<file path="src/sv/gsa_pkg.sv">
// types, codes and constants of the guaranteed slot allocator
`default_nettype none

package gsa_pkg;

	// signed slot budget; covers the largest default table of seven 15-slot entries
	localparam int CAP_W = 10;

	// register reset values
	localparam logic [6:0]  TOTAL_SLOTS_RST  = 7'd16;
	localparam logic [9:0]  BASE_SLOT_RST    = 10'd60;
	localparam logic [15:0] MIN_CONT_RST     = 16'd440;
	localparam logic [3:0]  FRAME_ORDER_RST  = 4'd4;

	// request functions
	localparam logic FUNC_REQUEST = 1'b0;
	localparam logic FUNC_BEACON  = 1'b1;

	// configuration register indexes
	typedef enum logic [1:0] {
		REG_TOTAL_SLOTS  = 2'd0,
		REG_BASE_SLOT    = 2'd1,
		REG_MIN_CONT     = 2'd2,
		REG_FRAME_ORDER  = 2'd3
	} reg_idx_t;

	typedef struct packed {
		logic [6:0]  total_slots;
		logic [9:0]  base_slot_duration;
		logic [15:0] min_contention_length;
		logic [3:0]  frame_order;
	} cfg_t;

	// input word
	typedef struct packed {
		logic        func;
		logic [15:0] requester_id;
		logic [3:0]  request_length;
	} req_t;

	// result word
	typedef struct packed {
		logic [3:0]  granted_length;
		logic        entry_valid;
		logic [15:0] entry_owner;
		logic [3:0]  entry_length;
		logic [6:0]  entry_start;
		logic [6:0]  contention_length;
		logic        list_error;
		logic        last;
	} res_t;

	// one allocation table entry
	typedef struct packed {
		logic [3:0]  length;
		logic [15:0] owner;
	} ent_t;

	// datapath commands
	typedef enum logic [3:0] {
		OP_NONE,
		OP_LOAD,
		OP_REQ_STEP,
		OP_REQ_SAME,
		OP_REQ_MUL,
		OP_REQ_DECIDE,
		OP_BCN_STEP,
		OP_BCN_ERROR,
		OP_BCN_EMPTY,
		OP_BCN_RESTART,
		OP_BCN_EMIT
	} op_t;

	// datapath status
	typedef struct packed {
		logic walk_done;
		logic hit;
		logic same_len;
		logic fits;
		logic last_entry;
		logic empty;
	} status_t;

	typedef enum logic [2:0] {
		ST_IDLE,
		ST_REQ_WALK,
		ST_REQ_DECIDE,
		ST_BCN_CHECK,
		ST_BCN_EMIT
	} state_t;

endpackage

`default_nettype wire

</file>
<file path="src/sv/gsa_cfg.sv">
// configuration registers of the slot allocator
`default_nettype none

module gsa_cfg (
	input  wire logic          clk,
	input  wire logic          arst_n,
	input  wire logic          cfg_we,
	input  wire logic [1:0]    cfg_index,
	input  wire logic [15:0]   cfg_data,
	output gsa_pkg::cfg_t      cfg
);
	import gsa_pkg::*;

	cfg_t cfg_q;

	// register writes, values masked to width
	always_ff @(posedge clk or negedge arst_n) begin
		if (!arst_n) begin
			cfg_q.total_slots           <= TOTAL_SLOTS_RST;
			cfg_q.base_slot_duration    <= BASE_SLOT_RST;
			cfg_q.min_contention_length <= MIN_CONT_RST;
			cfg_q.frame_order           <= FRAME_ORDER_RST;
		end else if (cfg_we) begin
			case (cfg_index)
				REG_TOTAL_SLOTS: cfg_q.total_slots           <= cfg_data[6:0];
				REG_BASE_SLOT:   cfg_q.base_slot_duration    <= cfg_data[9:0];
				REG_MIN_CONT:    cfg_q.min_contention_length <= cfg_data;
				REG_FRAME_ORDER: cfg_q.frame_order           <= cfg_data[3:0];
				default: ;
			endcase
		end
	end

	assign cfg = cfg_q;

endmodule

`default_nettype wire

</file>
<file path="src/sv/gsa_ctrl.sv">
// sequencing state machine of the slot allocator
`default_nettype none

module gsa_ctrl (
	input  wire logic          clk,
	input  wire logic          arst_n,
	input  wire logic          start,
	input  wire logic          func,
	input  wire gsa_pkg::status_t status,
	output gsa_pkg::op_t       op,
	output logic               busy
);
	import gsa_pkg::*;

	state_t state_q, state_d;

	// state register
	always_ff @(posedge clk or negedge arst_n) begin
		if (!arst_n) begin
			state_q <= ST_IDLE;
		end else begin
			state_q <= state_d;
		end
	end

	// next state and datapath command
	always_comb begin
		state_d = state_q;
		op      = OP_NONE;
		case (state_q)
			ST_IDLE: begin
				if (start) begin
					op      = OP_LOAD;
					state_d = (func == FUNC_BEACON) ? ST_BCN_CHECK : ST_REQ_WALK;
				end
			end
			ST_REQ_WALK: begin
				if (status.walk_done) begin
					op      = OP_REQ_MUL;
					state_d = ST_REQ_DECIDE;
				end else if (status.hit && status.same_len) begin
					op      = OP_REQ_SAME;
					state_d = ST_IDLE;
				end else begin
					op = OP_REQ_STEP;
				end
			end
			ST_REQ_DECIDE: begin
				op      = OP_REQ_DECIDE;
				state_d = ST_IDLE;
			end
			ST_BCN_CHECK: begin
				if (status.walk_done) begin
					if (status.empty) begin
						op      = OP_BCN_EMPTY;
						state_d = ST_IDLE;
					end else begin
						op      = OP_BCN_RESTART;
						state_d = ST_BCN_EMIT;
					end
				end else if (status.fits) begin
					op = OP_BCN_STEP;
				end else begin
					op      = OP_BCN_ERROR;
					state_d = ST_IDLE;
				end
			end
			ST_BCN_EMIT: begin
				op = OP_BCN_EMIT;
				if (status.last_entry) begin
					state_d = ST_IDLE;
				end
			end
			default: begin
				state_d = ST_IDLE;
			end
		endcase
	end

	assign busy = (state_q != ST_IDLE);

endmodule

`default_nettype wire

</file>
<file path="src/sv/gsa_datapath.sv">
// allocation table, slot budget arithmetic and result register
`default_nettype none

module gsa_datapath #(
	parameter int MAX_ALLOCATIONS = 7
) (
	input  wire logic          clk,
	input  wire logic          arst_n,
	input  wire gsa_pkg::op_t  op,
	input  wire gsa_pkg::req_t cmd,
	input  wire gsa_pkg::cfg_t cfg,
	output gsa_pkg::status_t   status,
	output gsa_pkg::res_t      res,
	output logic               res_strobe
);
	import gsa_pkg::*;

	localparam int CNT_W = $clog2(MAX_ALLOCATIONS + 1);

	ent_t                    tbl_q [MAX_ALLOCATIONS];
	logic [CNT_W-1:0]        count_q;
	logic [CNT_W-1:0]        idx_q;
	logic [15:0]             id_q;
	logic [3:0]              len_q;
	logic signed [CAP_W-1:0] cap_q;
	logic [6:0]              run_q;
	logic [16:0]             prod_q;
	logic                    neg_q;
	res_t                    res_q;
	logic                    strobe_q;

	ent_t                    cur;
	logic signed [CAP_W-1:0] cur_len_s;
	logic signed [CAP_W-1:0] cap_sub;
	logic signed [CAP_W-1:0] diff;
	logic [6:0]              run_sub;
	logic [7:0]              start_full;
	logic [31:0]             room;
	logic                    refuse;
	logic                    emit;
	res_t                    res_d;

	// entry under the walk index
	always_comb begin
		cur = '0;
		for (int k = 0; k < MAX_ALLOCATIONS; k++) begin
			if (CNT_W'(k) == idx_q) begin
				cur = tbl_q[k];
			end
		end
	end

	// budget arithmetic
	assign cur_len_s  = $signed({{(CAP_W-4){1'b0}}, cur.length});
	assign cap_sub    = cap_q - cur_len_s;
	assign diff       = cap_q - $signed({{(CAP_W-4){1'b0}}, len_q});
	assign run_sub    = run_q - {3'b000, cur.length};
	assign start_full = {1'b0, run_sub} + 8'd1;
	assign room       = {15'b0, prod_q} << cfg.frame_order;
	assign refuse     = (count_q >= CNT_W'(MAX_ALLOCATIONS)) || neg_q
	                    || (room < {16'b0, cfg.min_contention_length});

	// status to the controller
	assign status.walk_done  = (idx_q >= count_q);
	assign status.hit        = (cur.owner == id_q);
	assign status.same_len   = (cur.length == len_q);
	assign status.fits       = (cap_q > cur_len_s);
	assign status.last_entry = (({1'b0, idx_q} + (CNT_W+1)'(1)) == {1'b0, count_q});
	assign status.empty      = (count_q == '0);

	// result word for each emitting command
	always_comb begin
		res_d = '0;
		emit  = 1'b0;
		case (op)
			OP_REQ_SAME: begin
				emit                 = 1'b1;
				res_d.granted_length = len_q;
				res_d.last           = 1'b1;
			end
			OP_REQ_DECIDE: begin
				emit                 = 1'b1;
				res_d.granted_length = refuse ? 4'd0 : len_q;
				res_d.last           = 1'b1;
			end
			OP_BCN_ERROR: begin
				emit                    = 1'b1;
				res_d.contention_length = cfg.total_slots;
				res_d.list_error        = 1'b1;
				res_d.last              = 1'b1;
			end
			OP_BCN_EMPTY: begin
				emit                    = 1'b1;
				res_d.contention_length = cfg.total_slots;
				res_d.last              = 1'b1;
			end
			OP_BCN_EMIT: begin
				emit                    = 1'b1;
				res_d.entry_valid       = 1'b1;
				res_d.entry_owner       = cur.owner;
				res_d.entry_length      = cur.length;
				res_d.entry_start       = start_full[7] ? 7'd127 : start_full[6:0];
				res_d.contention_length = cap_q[6:0];
				res_d.last              = status.last_entry;
			end
			default: ;
		endcase
	end

	// fill count and result strobe
	always_ff @(posedge clk or negedge arst_n) begin
		if (!arst_n) begin
			count_q  <= '0;
			strobe_q <= 1'b0;
		end else begin
			strobe_q <= emit;
			case (op)
				OP_REQ_STEP: begin
					if (status.hit) begin
						count_q <= count_q - CNT_W'(1);
					end
				end
				OP_REQ_DECIDE: begin
					if (!refuse) begin
						count_q <= count_q + CNT_W'(1);
					end
				end
				OP_BCN_ERROR: count_q <= '0;
				default: ;
			endcase
		end
	end

	// table, walk registers and result word
	always_ff @(posedge clk) begin
		if (emit) begin
			res_q <= res_d;
		end
		case (op)
			OP_LOAD: begin
				id_q  <= cmd.requester_id;
				len_q <= cmd.request_length;
				idx_q <= '0;
				cap_q <= $signed({{(CAP_W-7){1'b0}}, cfg.total_slots});
			end
			OP_REQ_STEP: begin
				if (status.hit) begin
					// close the gap, keeping table order
					for (int k = 0; k < MAX_ALLOCATIONS - 1; k++) begin
						if (CNT_W'(k) >= idx_q) begin
							tbl_q[k] <= tbl_q[k+1];
						end
					end
				end else begin
					cap_q <= cap_sub;
					idx_q <= idx_q + CNT_W'(1);
				end
			end
			OP_REQ_MUL: begin
				neg_q  <= diff[CAP_W-1];
				prod_q <= {10'b0, diff[6:0]} * {7'b0, cfg.base_slot_duration};
			end
			OP_REQ_DECIDE: begin
				if (!refuse) begin
					for (int k = 0; k < MAX_ALLOCATIONS; k++) begin
						if (CNT_W'(k) == count_q) begin
							tbl_q[k] <= '{length: len_q, owner: id_q};
						end
					end
				end
			end
			OP_BCN_STEP: begin
				cap_q <= cap_sub;
				idx_q <= idx_q + CNT_W'(1);
			end
			OP_BCN_RESTART: begin
				idx_q <= '0;
				run_q <= cfg.total_slots;
			end
			OP_BCN_EMIT: begin
				run_q <= run_sub;
				idx_q <= idx_q + CNT_W'(1);
			end
			default: ;
		endcase
	end

	assign res        = res_q;
	assign res_strobe = strobe_q;

endmodule

`default_nettype wire

</file>
<file path="src/sv/guaranteed_slot_allocator_top.sv">
// Guaranteed slot allocator, coordinator side. A word is taken when start is
// high and busy is low; func 0 is a slot request, func 1 prepares the beacon
// list. Results leave on res, each for exactly one cycle under res_strobe, and
// the receiver cannot stall them. A request walks the table one entry per
// cycle, a removal of a changed entry holding it in place; a same-length
// hit ends it, else the budget multiply is registered and the admission
// decision made, each path giving a single result. A beacon walks the table
// once to check the budget and find the contention length, then emits one
// entry per cycle in consecutive cycles; an overrun or an empty table gives
// one bare result. busy falls when the last result is loaded, so the next
// word may start while it shows. Configuration must be written through
// cfg_we, cfg_index and cfg_data while idle; the block does not enforce it.
`default_nettype none

module guaranteed_slot_allocator_top #(
	parameter int MAX_ALLOCATIONS = 7
) (
	input  wire logic          clk,
	input  wire logic          arst_n,
	input  wire logic          start,
	output logic               busy,
	input  wire gsa_pkg::req_t cmd,
	output gsa_pkg::res_t      res,
	output logic               res_strobe,
	input  wire logic          cfg_we,
	input  wire logic [1:0]    cfg_index,
	input  wire logic [15:0]   cfg_data
);
	import gsa_pkg::*;

	cfg_t    cfg;
	op_t     op;
	status_t status;

	// configuration registers
	gsa_cfg u_cfg (
		.clk       (clk),
		.arst_n    (arst_n),
		.cfg_we    (cfg_we),
		.cfg_index (cfg_index),
		.cfg_data  (cfg_data),
		.cfg       (cfg)
	);

	// controller
	gsa_ctrl u_ctrl (
		.clk    (clk),
		.arst_n (arst_n),
		.start  (start),
		.func   (cmd.func),
		.status (status),
		.op     (op),
		.busy   (busy)
	);

	// datapath
	gsa_datapath #(
		.MAX_ALLOCATIONS (MAX_ALLOCATIONS)
	) u_dp (
		.clk        (clk),
		.arst_n     (arst_n),
		.op         (op),
		.cmd        (cmd),
		.cfg        (cfg),
		.status     (status),
		.res        (res),
		.res_strobe (res_strobe)
	);

endmodule

`default_nettype wire

</file>
<file path="config.mk">
export PLATFORM = sky130hd
export DESIGN_NAME = guaranteed_slot_allocator_top
export DESIGN_NICKNAME = d
export VERILOG_FILES = /design/src/sv/gsa_pkg.sv /design/src/sv/gsa_cfg.sv /design/src/sv/gsa_ctrl.sv /design/src/sv/gsa_datapath.sv /design/src/sv/guaranteed_slot_allocator_top.sv
export SDC_FILE = /design/constraint.sdc
export NUM_CORES = 1
export LEC_CHECK = 0
export BUFFER_PORTS_ARGS = -buffer_cell sky130_fd_sc_hd__clkbuf_2
export CAP_MARGIN = 20
export CELL_PAD_IN_SITES_DETAIL_PLACEMENT = 2
export CELL_PAD_IN_SITES_GLOBAL_PLACEMENT = 2
export CORE_UTILIZATION = 39
export CTS_CLUSTER_DIAMETER = 100
export DETAILED_ROUTE_END_ITERATION = 8
export HOLD_SLACK_MARGIN = 0.02
export PLACE_DENSITY = 0.77
export SYNTH_ARGS = -nofsm -noshare
export SYNTH_HDL_FRONTEND = slang
export SYNTH_HIERARCHICAL = 1
export SYNTH_SLANG_ARGS = --single-unit
</file>
<file path="constraint.sdc">
create_clock -name clk -period 7 [get_ports clk]
set_input_delay 1.75 -clock clk [delete_from_list [all_inputs] [get_ports clk]]
set_output_delay 1.75 -clock clk [all_outputs]
set_load 0.005 [all_outputs]
</file>
==> Word-level counts from Yosys, hierarchy flattened <==
Memory sizes are Yosys's and may differ from the RTL's.
Cells that the tools add are included.
{ "totals": {"wordCells": 214, "regBits": 143, "n_memories": 1, "input_bits": 43, "mem_bits_rw": 140} }
{ "memory_table": {"columns": ["memory", "depth", "word_bits", "read_ports", "rd_clocked_by_memory_dff", "wr", "line", "source"], "rows": [
  ["u_dp.tbl_q", 7, 20, 7, 0, 6, "gsa_datapath.sv:20", "ent_t tbl_q [MAX_ALLOCATIONS];"]
]} }
{ "classes": {"muxes": 100, "add_sub_neg": 8, "n_lt_le_gt_ge": 10, "n_eq_ne": 39, "multipliers": 1, "reduce_logical": 26, "bitwise_logic": 6, "shifts": 1} }
{ "op_table": {"columns": ["operator", "count"], "rows": [
  ["20-bit two-way mux", 14],
  ["1-bit two-way mux", 59],
  ["3-bit two-way mux", 11],
  ["32-bit by 16-bit less-than comparator with 1-bit output", 1],
  ["17-bit by 4-bit << shifter with 32-bit output", 1],
  ["10-bit case mux with 3 select lines", 1],
  ["28-bit two-way mux", 1],
  ["7-bit case mux with 2 select lines", 2],
  ["4-bit case mux with 5 select lines", 1],
  ["20-bit OR reduction", 1],
  ["10-bit by 5-bit subtractor with 10-bit output", 2],
  ["3-bit == test, first input constant", 6],
  ["3-bit case mux with 3 select lines", 2],
  ["7-bit by 10-bit multiplier with 17-bit output", 1],
  ["16-bit == test", 1],
  ["4-bit by 3-bit == test with 1-bit output, second input constant", 4],
  ["2-bit by 3-bit == test with 1-bit output, first input constant", 4],
  ["4-bit == test, second input constant", 3],
  ["4-bit two-way mux", 3],
  ["3-bit case mux with 4 select lines", 1],
  ["2-bit AND reduction", 6],
  ["3-bit nonzero test", 4],
  ["10-bit by 5-bit > comparator with 1-bit output", 1],
  ["10-bit two-way mux", 1],
  ["38 further kinds", 60]
]} }

==> Logic depth before layout (Yosys ltp) <==
{ "logic_depth": {"depth_word": 18, "mapped_depth": 31, "mapped_depth_nobuf": 25} }

==> Cells and area by module <==
The synthesis kept the hierarchy.
{ "modules_own_cells": {"columns": ["module", "n_inst", "area_per_inst_um2", "cells_per_inst"], "rows": [
  ["gsa_datapath", 1, 15658.8, 1363],
  ["gsa_cfg", 1, 1463.9, 80],
  ["gsa_ctrl", 1, 247.7, 31]
]} }

==> Least setup slack after synthesis <==
OpenSTA, ideal clock, no wires.
{ "synth_timing": {"path_kind": "reg2reg", "from": "register u_dp.idx_q[0]", "to": "register u_dp.res_q, in the netlist u_dp/res[0], enable pin", "path_stages_with_launch": 27, "setup_time_ns": 0.498, "arrival_ns": 7.169, "t_required_ns": 6.502, "path_slack_ns": -0.667, "n_path_buf": 7, "path_cell_list": "edfxtp_1 > clkbuf_1 > buf_2 > inv_1 > ha_1 > clkbuf_2 > buf_2 > buf_1 > buf_2 > buf_1 > a21oi_1 > a21oi_1 > nand2_1 > o21ai_0 > inv_1 > ha_1 > fa_1 > inv_1 > a21o_1 > a21oi_1 > a41oi_1 > nor2_1 > nor2_1 > mux2i_1 > a32oi_1 > a211oi_1 > o21ai_0"} }
{ "synth_rtl": {"columns": ["item", "line", "source"], "rows": [
  ["start: declaration", "gsa_datapath.sv:22", "logic [CNT_W-1:0] idx_q;"],
  ["start signal: assignment", "gsa_datapath.sv:156", "idx_q <= idx_q + CNT_W'(1);"],
  ["start signal: assignment", "gsa_datapath.sv:174", "idx_q <= idx_q + CNT_W'(1);"],
  ["start signal: assignment", "gsa_datapath.sv:182", "idx_q <= idx_q + CNT_W'(1);"],
  ["end signal: assignment", "gsa_datapath.sv:137", "res_q <= res_d;"],
  ["end: declaration", "gsa_datapath.sv:29", "res_t res_q;"]
]} }

==> Worst setup path after layout <==
{ "layout_timing": {"from": "register u_dp.len_q[1]", "to": "register u_dp.prod_q[16], data pin"} }
{ "layout_via": {"elab_chain_len": 2} }
{ "layout_rtl": {"columns": ["item", "line", "source"], "rows": [
  ["start: declaration", "gsa_datapath.sv:24", "logic [3:0] len_q;"],
  ["start signal: assignment", "gsa_datapath.sv:142", "len_q <= cmd.request_length;"],
  ["10-bit by 5-bit subtractor with 10-bit output", "gsa_datapath.sv:56", "assign diff = cap_q - $signed({{(CAP_W-4){1'b0}}, len_q});"],
  ["7-bit by 10-bit multiplier with 17-bit output", "gsa_datapath.sv:161", "prod_q <= {10'b0, diff[6:0]} * {7'b0, cfg.base_slot_duration};"],
  ["end signal: assignment", "gsa_datapath.sv:161", null],
  ["end: declaration", "gsa_datapath.sv:27", "logic [16:0] prod_q;"]
]} }
No other way between the ends.
A chain may end at the register's enable or synchronous reset.

==> results_dict.tcl <==
set metrics [dict create \
    critPathKind "flop to flop" \
    final_design_area_no_fill_um2 19800 \
    critPathRequiredTime_ns 7.30 \
    min_path_type "flop to flop" \
    grt_start_max_net_pins 45 \
    critPathSlowestCell "sky130_fd_sc_hd__edfxtp_1" \
    fin_hold_ws_ns 0.510 \
    outcome "complete, no violations" \
    clock_latency_ns 0.56 \
    worst_setup_hold_path_clk_slew_ns 0.06 \
    worst_path_largest_cell_delay_ns 0.59 \
    cp_data_arrival_time_ns 6.70 \
    yosys_warnings 6 \
    cts_tree "done" \
    cts_hold_repair.buffers 0 \
    crit_path_end_kind "flop" \
    crit_chain "inv_1 > fa_1 > a21o_1 > a21oi_1 > nand2_1 > xor2_2 > nor2b_1 > fa_1 > inv_1 > fa_1 > inv_1 > fa_1 > inv_1 > fa_1 > inv_1 > ha_1 > nand2_1 > o21ai_0 > nand4_1 > a31oi_1 > a21o_1 > a21oi_1 > xnor2_1" \
    placement_rows 76 \
    drt_drc_violations_left 0 \
    syn_avg_cell_area_um2 11.8 \
    total_clock_buffers_created_by_cts 36 \
    cts_post_setup_buffers_inserted 0 \
    antenna_found_initial 2 \
    finalNetCount 1733 \
    grt_pass1_wl_mm 87.4 \
    clk_path_buf_depth 3 \
    reg2reg_from "u_dp/len_q[1]" \
    grt.total_usage_pct 26.0 \
    critPathLaunchType "flop" \
    grt_pass1_vias 13900 \
    worstSetupStartpoint "u_dp/len_q[1]" \
    floorplan.core_area_um2 43500 \
    clock_tree.root_cell "sky130_fd_sc_hd__clkbuf_16" \
    design.die.area_um2 45400 \
    routed-via-count 12600 \
    synth_enable_flop_cells 239 \
    chipWidth_um 213 \
    finalCritPeriodShare_pct 91.5 \
    worstSetupEndpoint "u_dp/prod_q[16]" \
    netlist_area_um2 17400 \
    yosys_register_bits 283 \
    timing.critical_path.max_delay_family "adder cells" \
    layout.cells.most_common "sky130_fd_sc_hd__edfxtp_1" \
    initial_utilization_pct 40.0 \
    drt_iter0_drc 940 \
    average_vias_per_placed_instance 5.78 \
    finalHoldViolations 0 \
    dr.pass1.iters 5 \
    hold_start "u_cfg/cfg[5]" \
    dieHeight_um 213 \
    mappedNetlistNets 1635 \
    rr_worst_depth 23 \
    synthesis_to_layout_area_growth_pct 13.9 \
    io_pins 86 \
    r2r_slack_ns 0.59 \
    max-slew-margin-rel_pct 35.8 \
    final_period_minus_worst_setup_slack_ns 6.41 \
    synth_cell_types 81 \
    syn_inst 1474 \
    htreeDepth 2 \
    post_route_cells_drive_above_1_share_pct 24.2 \
    drt_wl_total_mm 57.3 \
    post_cts_resized 0 \
    max_cap_viol_count 0 \
    fmax_ghz 0.156 \
    routed_wire_length_per_instance_um 26.2 \
    mostFrequentLayoutCells "sky130_fd_sc_hd__edfxtp_1, sky130_fd_sc_hd__mux2_2, sky130_fd_sc_hd__nand2_1" \
    place_congestion 0.849 \
    setup_total_negative_slack_ns 0 \
    buffer_ports.inserted 85 \
    report.final.setup_viol 0 \
    clock_sink_count 283 \
    slew_violations 0 \
    timing.clock.skew_ns 0.0296 \
    path_buf_inv 5 \
    insertedDiodeCount 0 \
    synth_top_flop_cell "sky130_fd_sc_hd__edfxtp_1" \
    ys_seq_area_share_pct 47.7 \
    async_flop_share_pct 15.5 \
    gr-total-overflow 0 \
    rsz0062_at_grt "no" \
    timing.rr.end "u_dp/prod_q[16]" \
    dp_hpwl_mm 39.9 \
    max_slew.worst_pin.slew_ns 0.960 \
    worstSetupPathDepth 23 \
    crit_path_max_fanout 10 \
    placed_area_um2 18600 \
    drt.antenna.violating_nets 0 \
]
## metrics by stage
| step | instances | utilization, % | setup slack [ns] |
|---|---|---|---|
| 3_5_place_dp | 2118 | 42.7 | 0.345 |
| 2_1_floorplan | 1474 | - | 0.112 |
| 4_1_cts | 2184 | 45.4 | 0.334 |
| 5_1_grt | 2185 | 45.5 | 0.122 |
| 3_3_place_gp | 2118 | 42.7 | 0.691 |
| 6_report | 2185 | 45.5 | 0.593 |
## area by class of cell
cell class,instances,area (um2)
Tap cell,585,732
Timing Repair Buffer,135,858
Multi-Input combinational cell,1011,8330
Inverter,105,394
Fill cell,4372,23700
Clock buffer,45,987
Sequential cell,283,8290
Clock inverter,21,198
## cell usage after synthesis, types with 13 or more instances
master / count / area (um2)
sky130_fd_sc_hd__a211oi_1: 13 / 97.6
sky130_fd_sc_hd__a21o_1: 24 / 180
sky130_fd_sc_hd__a21oi_1: 58 / 290
sky130_fd_sc_hd__a311oi_1: 14 / 123
sky130_fd_sc_hd__a31oi_1: 19 / 119
sky130_fd_sc_hd__and2_1: 39 / 244
sky130_fd_sc_hd__buf_2: 17 / 85.1
sky130_fd_sc_hd__clkbuf_1: 33 / 124
sky130_fd_sc_hd__dfrtp_1: 33 / 826
sky130_fd_sc_hd__edfxtp_1: 239 / 7180
sky130_fd_sc_hd__fa_1: 42 / 841
sky130_fd_sc_hd__ha_1: 76 / 951
sky130_fd_sc_hd__inv_1: 101 / 379
sky130_fd_sc_hd__mux2_1: 13 / 146
sky130_fd_sc_hd__mux2_2: 141 / 1590
sky130_fd_sc_hd__mux2i_1: 16 / 160
sky130_fd_sc_hd__nand2_1: 109 / 409
sky130_fd_sc_hd__nand2b_1: 25 / 156
sky130_fd_sc_hd__nand3_1: 32 / 160
sky130_fd_sc_hd__nor2_1: 54 / 203
sky130_fd_sc_hd__nor2b_1: 46 / 288
sky130_fd_sc_hd__nor3_1: 14 / 70.1
sky130_fd_sc_hd__o21ai_0: 55 / 275
sky130_fd_sc_hd__xnor2_1: 31 / 272
sky130_fd_sc_hd__xor2_1: 21 / 184
## how the worst min path moves through the flow
stage	endpoint	cells past startpoint	slack, ns
after global placement	u_cfg/cfg[5]	1	0.49
after global routing	u_cfg/cfg[6]	1	0.53
after detailed placement	u_cfg/cfg[5]	1	0.50
after CTS	u_cfg/cfg[5]	1	0.51
final	u_cfg/cfg[5]	1	0.51
after floorplan	u_dp/tbl_q[6][17]	0	0.42
## flip-flops by register name (all words and copies together) (netlist names)
| name | cells |
|---|---|
| u_dp/count_q | 3 |
| u_dp/prod_q | 17 |
| u_dp/res_strobe | 1 |
| u_dp/run_q | 7 |
| u_dp/id_q | 16 |
| u_cfg/cfg | 37 |
| u_dp/tbl_q | 140 |
| u_ctrl/state_q | 3 |
| u_dp/len_q | 4 |
| u_dp/cap_q | 10 |
| u_dp/res | 41 |
| u_dp/neg_q | 1 |
| u_dp/idx_q | 3 |
## logic make-up after synthesis
logic type | count (synthesis) | share of synthesized area [%]
simple gates | 405 | 13.0
flops | 283 | 47.7
compound gates | 252 | 9.44
mux | 184 | 12.3
buf+inv | 180 | 4.58
fa+ha+maj | 118 | 10.3
xor+xnor | 52 | 2.62
## layer usage
| layer | GRT usage, % | wire [um] | vias to the layer above |
|---|---|---|---|
| met5 | 0 | 0 | - |
| met4 | 7.94 | 1480 | 0 |
| met3 | 3.97 | 3420 | 87 |
| met2 | 41.7 | 26900 | 398 |
| met1 | 36.3 | 25500 | 6587 |
| li1 | - | - | 5567 |
Power is not shown: default switching activity piles up to over one toggle a cycle in this logic, so the estimate is an artifact.
